[src/hdl/sppt_pkg.sv]
// shared types and codes for the strong probable prime test block
`timescale 1ns / 1ps
`default_nettype none

package sppt_pkg;

    // verdict codes on the result port
    typedef enum logic [1:0] {
        VERDICT_PRIME     = 2'd0,
        VERDICT_COMPOSITE = 2'd1,
        VERDICT_FERMAT    = 2'd2,
        VERDICT_INVALID   = 2'd3
    } t_verdict;

    // operation selects for the shared modular multiplier
    typedef enum logic [1:0] {
        MUL_REDUCE = 2'd0,   // z = a mod n, done as 1 * a mod n
        MUL_Y_Z    = 2'd1,   // y = y * z mod n
        MUL_SQ_Z   = 2'd2,   // z = z * z mod n, then d >>= 1
        MUL_SQ_Y   = 2'd3    // prev = y, y = y * y mod n, s -= 1
    } t_mul_op;

    // controller to datapath
    typedef struct packed {
        logic    load;
        logic    shift_factor;
        logic    mul_start;
        t_mul_op mul_op;
    } t_dp_cmd;

    // datapath to controller
    typedef struct packed {
        logic invalid;
        logic d_even;
        logic d_zero;
        logic d_bit;
        logic y_one;
        logic prev_nm1;
        logic s_zero;
        logic mul_done;
    } t_dp_status;

endpackage

`default_nettype wire

[src/hdl/sppt_modmul.sv]
// bit-serial double-and-add modular multiplier, one bit of the multiplier per cycle
`timescale 1ns / 1ps
`default_nettype none

module sppt_modmul #(
    parameter int NUM_WIDTH = 64
) (
    input  wire logic                 i_clk,
    input  wire logic                 i_rst_n,
    input  wire logic                 i_start,
    input  wire logic [NUM_WIDTH-1:0] i_x,
    input  wire logic [NUM_WIDTH-1:0] i_y,
    input  wire logic [NUM_WIDTH-1:0] i_n,
    output logic                      o_done,
    output logic [NUM_WIDTH-1:0]      o_result
);

    localparam int CW = $clog2(NUM_WIDTH);

    logic                 r_busy;
    logic                 r_done;
    logic [NUM_WIDTH-1:0] r_acc;
    logic [NUM_WIDTH-1:0] n_acc;
    logic [NUM_WIDTH-1:0] r_y;
    logic [CW-1:0]        r_cnt;

    logic [NUM_WIDTH:0]   w_dbl;
    logic [NUM_WIDTH:0]   w_sum;
    logic [NUM_WIDTH:0]   w_n_ext;
    logic [NUM_WIDTH-1:0] w_t1;
    logic [NUM_WIDTH-1:0] w_t2;

    // acc < n and x < n keep both sums below 2n
    assign w_n_ext = {1'b0, i_n};
    assign w_dbl   = {r_acc, 1'b0};
    assign w_t1    = (w_dbl >= w_n_ext) ? NUM_WIDTH'(w_dbl - w_n_ext) : w_dbl[NUM_WIDTH-1:0];
    assign w_sum   = {1'b0, w_t1} + {1'b0, i_x};
    assign w_t2    = (w_sum >= w_n_ext) ? NUM_WIDTH'(w_sum - w_n_ext) : w_sum[NUM_WIDTH-1:0];
    assign n_acc   = r_y[NUM_WIDTH-1] ? w_t2 : w_t1;

    always_ff @(posedge i_clk) begin
        if (!i_rst_n) begin
            r_busy <= 1'b0;
            r_done <= 1'b0;
        end else begin
            r_done <= 1'b0;
            if (i_start && !r_busy) begin
                r_busy <= 1'b1;
            end else if (r_busy && (r_cnt == '0)) begin
                r_busy <= 1'b0;
                r_done <= 1'b1;
            end
        end
    end

    always_ff @(posedge i_clk) begin
        if (i_start && !r_busy) begin
            r_acc <= '0;
            r_y   <= i_y;
            r_cnt <= CW'(NUM_WIDTH - 1);
        end else if (r_busy) begin
            r_acc <= n_acc;
            r_y   <= {r_y[NUM_WIDTH-2:0], 1'b0};
            r_cnt <= r_cnt - 1'b1;
        end
    end

    assign o_done   = r_done;
    assign o_result = r_acc;

`ifndef SYNTH
    a_done_after_busy : assert property (@(posedge i_clk) disable iff (!i_rst_n)
        r_done |-> $past(r_busy))
        else $error("multiplier done without a running product");

    a_acc_reduced : assert property (@(posedge i_clk) disable iff (!i_rst_n)
        r_busy |-> (r_acc < i_n))
        else $error("partial product not reduced below the modulus");
`endif

endmodule

`default_nettype wire

[src/hdl/sppt_datapath.sv]
// operand registers, factoring of n-1 and the shared modular multiplier
`timescale 1ns / 1ps
`default_nettype none

module sppt_datapath #(
    parameter int NUM_WIDTH = 64
) (
    input  wire logic                 i_clk,
    input  wire logic                 i_rst_n,
    input  wire sppt_pkg::t_dp_cmd    i_cmd,
    input  wire logic [63:0]          i_modulus,
    input  wire logic [63:0]          i_witness_base,
    output sppt_pkg::t_dp_status      o_status
);

    localparam int SW = $clog2(NUM_WIDTH);

    logic [NUM_WIDTH-1:0] r_n;
    logic [NUM_WIDTH-1:0] r_a;
    logic [NUM_WIDTH-1:0] r_z;
    logic [NUM_WIDTH-1:0] r_y;
    logic [NUM_WIDTH-1:0] r_d;
    logic [NUM_WIDTH-1:0] r_prev;
    logic [SW-1:0]        r_s;
    sppt_pkg::t_mul_op    r_op;

    logic [NUM_WIDTH-1:0] w_mul_x;
    logic [NUM_WIDTH-1:0] w_mul_y;
    logic [NUM_WIDTH-1:0] w_mul_res;
    logic                 w_mul_done;

    // x is read through the whole product, so it follows the latched op
    always_comb begin
        unique case (r_op)
            sppt_pkg::MUL_REDUCE: w_mul_x = NUM_WIDTH'(1);
            sppt_pkg::MUL_Y_Z:    w_mul_x = r_y;
            sppt_pkg::MUL_SQ_Z:   w_mul_x = r_z;
            sppt_pkg::MUL_SQ_Y:   w_mul_x = r_y;
        endcase
    end

    // y is captured by the multiplier at start
    always_comb begin
        unique case (i_cmd.mul_op)
            sppt_pkg::MUL_REDUCE: w_mul_y = r_a;
            sppt_pkg::MUL_Y_Z:    w_mul_y = r_z;
            sppt_pkg::MUL_SQ_Z:   w_mul_y = r_z;
            sppt_pkg::MUL_SQ_Y:   w_mul_y = r_y;
        endcase
    end

    sppt_modmul #(
        .NUM_WIDTH (NUM_WIDTH)
    ) u_modmul (
        .i_clk    (i_clk),
        .i_rst_n  (i_rst_n),
        .i_start  (i_cmd.mul_start),
        .i_x      (w_mul_x),
        .i_y      (w_mul_y),
        .i_n      (r_n),
        .o_done   (w_mul_done),
        .o_result (w_mul_res)
    );

    always_ff @(posedge i_clk) begin
        if (i_cmd.load) begin
            r_n <= i_modulus[NUM_WIDTH-1:0];
            r_a <= i_witness_base[NUM_WIDTH-1:0];
            r_d <= i_modulus[NUM_WIDTH-1:0] - 1'b1;
            r_s <= '0;
            r_y <= NUM_WIDTH'(1);
        end else if (i_cmd.shift_factor) begin
            r_d <= r_d >> 1;
            r_s <= r_s + 1'b1;
        end else if (w_mul_done) begin
            unique case (r_op)
                sppt_pkg::MUL_REDUCE: r_z <= w_mul_res;
                sppt_pkg::MUL_Y_Z:    r_y <= w_mul_res;
                sppt_pkg::MUL_SQ_Z: begin
                    r_z <= w_mul_res;
                    r_d <= r_d >> 1;
                end
                sppt_pkg::MUL_SQ_Y: begin
                    r_prev <= r_y;
                    r_y    <= w_mul_res;
                    r_s    <= r_s - 1'b1;
                end
            endcase
        end
    end

    // latched op, kept defined from reset
    always_ff @(posedge i_clk) begin
        if (!i_rst_n) begin
            r_op <= sppt_pkg::MUL_REDUCE;
        end else if (i_cmd.mul_start) begin
            r_op <= i_cmd.mul_op;
        end
    end

    assign o_status.invalid  = (r_n < NUM_WIDTH'(3)) || !r_n[0];
    assign o_status.d_even   = !r_d[0];
    assign o_status.d_zero   = (r_d == '0);
    assign o_status.d_bit    = r_d[0];
    assign o_status.y_one    = (r_y == NUM_WIDTH'(1));
    assign o_status.prev_nm1 = (r_prev == (r_n - 1'b1));
    assign o_status.s_zero   = (r_s == '0);
    assign o_status.mul_done = w_mul_done;

endmodule

`default_nettype wire

[config.mk]
export PLATFORM = sky130hd
export DESIGN_NAME = sppt_datapath
export DESIGN_NICKNAME = d
export VERILOG_FILES = /design/src/hdl/sppt_pkg.sv /design/src/hdl/sppt_modmul.sv /design/src/hdl/sppt_datapath.sv
export SDC_FILE = /design/constraint.sdc
export NUM_CORES = 2
export LEC_CHECK = 0
export BUFFER_PORTS_ARGS = -buffer_cell sky130_fd_sc_hd__buf_4
export CORE_ASPECT_RATIO = 2
export CORE_MARGIN = 2
export CORE_UTILIZATION = 30
export CTS_BUF_LIST = sky130_fd_sc_hd__clkbuf_4 sky130_fd_sc_hd__clkbuf_8
export CTS_CLUSTER_DIAMETER = 80
export DETAILED_ROUTE_END_ITERATION = 6
export GPL_TIMING_DRIVEN = 0
export MAX_ROUTING_LAYER = met4
export PLACE_DENSITY = 0.42
export RECOVER_POWER = 25
export SETUP_SLACK_MARGIN = 0.02
export SYNTH_ARGS = -nofsm -noshare
export SYNTH_HDL_FRONTEND = slang
export SYNTH_SLANG_ARGS = --single-unit
[constraint.sdc]
create_clock -name i_clk -period 10.92 [get_ports i_clk]
set_input_delay 2.184 -clock i_clk [delete_from_list [all_inputs] [get_ports i_clk]]
set_output_delay 2.184 -clock i_clk [all_outputs]
set_load 0.02 [all_outputs]
==> impl_metrics.tcl <==
set metrics [dict create \
    finalSetupTns_ps 0 \
    yosys.area.top_type "edfxtp_1" \
    grt_max_degree 74 \
    synthMuxAreaShare 0.0211 \
    max_stage_delay_ps 510 \
    whs_path_depth 2 \
    clkSlewWorstSetupHoldPaths_ps 70 \
    power-per-cell-area_nw_per_um2 307 \
    cap_viol_max_count 1 \
    dieArea_um2 126000 \
    avgSynthCellArea_um2 8.90 \
    synth-simple-area-share 0.174 \
    slew_headroom -0.0140 \
    holdWs_ps 517 \
    post-route-period-util 0.983 \
    hold_path.class "flop to flop" \
    syn_inst 4147 \
    fmax_mhz 93.2 \
    cts_root_buf "clkbuf_8" \
    antenna_found_initial 8 \
    drt_iter0_markers 2841 \
    critPathRequiredTime_ps 11580 \
    area_growth_pct 15.4 \
    endpoint_kind "flop" \
    r2r_cells 39 \
    critical_path.startpoint_type "flop" \
    rrSetupSlack_ps 190 \
    fin_ws_ps 191 \
    wl_mm 186 \
    ys_warn_count 0 \
    post_drt_via_cell_ratio 5.69 \
    drv_slew 9 \
    synth_fp_nets 4489 \
    grt_setup_unrepaired "no" \
    drive_gt1_frac 0.113 \
    num_vias 34425 \
    async_reset_ff_frac 0 \
    synth_compound_area_frac 0.229 \
    drcViolationCount 0 \
    die_x_um 252 \
    critPathArrivalTime_ps 11390 \
    yosysTopAreaCellShare 0.313 \
    power_leakage_nw 16.4 \
    clk_latency_ps 840 \
    h-tree-depth 3 \
    core_region_area_um2 123000 \
    critPathSlowestCell "edfxtp_1" \
    num-fill-cells 12943 \
    grt_overflow 0 \
    place_ws_ps -2930 \
    wl_per_cell_um 30.8 \
    reg2reg_from "r_n[35]" \
    synth_top_family_by_area "compound AO/OA/AOI/OAI gates" \
    yosysMostFrequentCell "nand2_1" \
    initial_utilization 0.301 \
    grt_pass1_vias 33580 \
    hold_buffers 0 \
    hpwlAfterDp_mm 151 \
    crit_type "flop to flop" \
    track_usage 0.297 \
    io_buffers 141 \
    violations "max-capacitance violations, max-slew violations" \
    outcome "finished, violations left" \
    max-vdd-ir-drop_mv 0.235 \
    final_util 0.348 \
    grt_pass1_wl_mm 256 \
    total_power_w 0.0131 \
    seq_area_frac_synth 0.391 \
    rows 182 \
    pin_count 143 \
    clock_skew_ps 54.1 \
    tightest_slew_ps 1520 \
    synth-xor-area-share 0.0762 \
    setup_viol 0 \
    synth-main-ff-cell "edfxtp_1" \
    num-nets-final 4745 \
    die_y_um 500 \
    crit_path_start "r_n[35]" \
    cp-endpoint "u_modmul.o_result[60]" \
    synth_edf_count 384 \
    synthTopCellsByArea "edfxtp_1 31%, dfxtp_1 7.8%, ha_1 6.9%, a21oi_1 6.1%, xnor2_1 5.0%" \
    ys_types 106 \
    yosys_register_bits 528 \
    netlist_top_cells_count "462 x nand2_1, 447 x a21oi_1, 384 x edfxtp_1" \
    finalHoldViolCount 0 \
    drt_first_pass_iters 6 \
    cp_max_fo 10 \
    cts.sinks 528 \
    cts_buffers 92 \
    place_congestion 0.999 \
    cts_max_path_buffers 3 \
    regToRegEndpoint "u_modmul.o_result[60]" \
    period_needed_ps 10730 \
    final_antenna_net_count 0 \
    synth_fa_ha_area_frac 0.0710 \
    holdCritStartpoint "r_s[2]" \
    cts_tree "built" \
    syn_area_um2 36900 \
]
==> layout by cell type, fill, tap and decap left out, drive strengths merged, types with 18 or more instances in the layout <==
cell,Yosys,routed
and2,31,31
a221o,18,18
mux2i,27,27
inv,141,144
nor3,103,103
buf,46,112
clkinv,3,35
xnor2,210,210
a211oi,42,42
and3,29,29
a21oi,448,448
o31ai,27,27
ha,203,203
edfxtp,384,384
a31oi,48,48
a22o,64,64
a21o,109,109
or3,20,20
nand4,57,57
xor2,110,110
o211ai,36,36
nor4,69,69
clkbuf,167,395
nand2,465,465
o21ai,228,228
nand2b,25,25
or2,20,20
o21a,35,35
dfxtp,144,144
nor2b,25,25
a22oi,72,72
nor2,379,379
mux2,45,45
nand3,77,77
o21bai,37,37
==> repair_timing <==
action	in CTS	in global routing
pin swaps	4	7
setup buffers	8	5
resized for setup	77	50
endpoints found under the hold margin	0	0
setup endpoints to repair	64	64
==> critical path, delay by kind of cell (launching register included) <==
| family | cells | cell delay [ps] |
|---|---|---|
| AND/OR/NAND/NOR | 8 | 1590 |
| adder cells (fa/ha/maj) | 3 | 1090 |
| multiplexers | 1 | 380 |
| AO/OA/AOI/OAI | 18 | 4960 |
| flip-flops | 1 | 510 |
| buffers and inverters | 9 | 1990 |
==> per-stage QoR <==
stage          std cells  area (µm²)
2_1_floorplan       4147       36900
3_3_place_gp        5852       39900
3_5_place_dp        5866       40100
4_1_cts             6045       42500
5_1_grt             6049       42600
6_report            6051       42600
==> worst min-delay path by stage <==
| stage | slack, ps | to |
|---|---|---|
| final | 520 | r_s[2] |
| after global routing | 540 | r_y[5] |
| after CTS | 510 | r_y[20] |
| after detailed placement | 510 | u_modmul.r_cnt[0] |
| after global placement | 500 | u_modmul.r_cnt[0] |
| after floorplan | 450 | r_prev[0] |
==> state kept, by name (all words and copies together) (netlist names), 2 cells and up <==
name,count
u_modmul.r_y,64
r_d,64
u_modmul.r_cnt,6
u_modmul.o_result,64
r_y,64
r_s,6
r_prev,64
r_op,2
r_a,64
r_z,64
r_n,64
==> kinds of logic after synthesis <==
group / after synthesis
compound gates: 1307
fa+ha+maj: 207
xor+xnor: 320
flops: 528
mux: 72
simple gates: 1356
buf+inv: 357
==> layout make-up <==
type	count	area, µm²	area share
flip-flops and latches	528	14400	0.338
well taps	1564	1960	0.0459
multi-input cells	3262	21500	0.505
repair buffers	168	1210	0.0284
diodes	4	10.0	0.000235
clock inverters	42	355	0.00834
inverters	144	546	0.0128
plain buffers	207	955	0.0224
clock buffers	132	1650	0.0387
==> per-layer routing <==
metal  track usage  part of all wire  vias to the layer above
li1              -                 -                    15946
met1         0.328              0.38                    16814
met2         0.487              0.48                     1246
met3        0.0342             0.048                      419
met4         0.234             0.092                        0
met5             -                 0                        -
==> power breakdown <==
group | switching, W | leakage (nW) | internal, W | total [W]
Clock | 0.000968 | 1.06 | 0.00108 | 0.00205
Sequential | 0.000269 | 5.01 | 0.00238 | 0.00265
Combinational | 0.00547 | 10.3 | 0.00290 | 0.00837
Power figures use the tool's default switching activity.
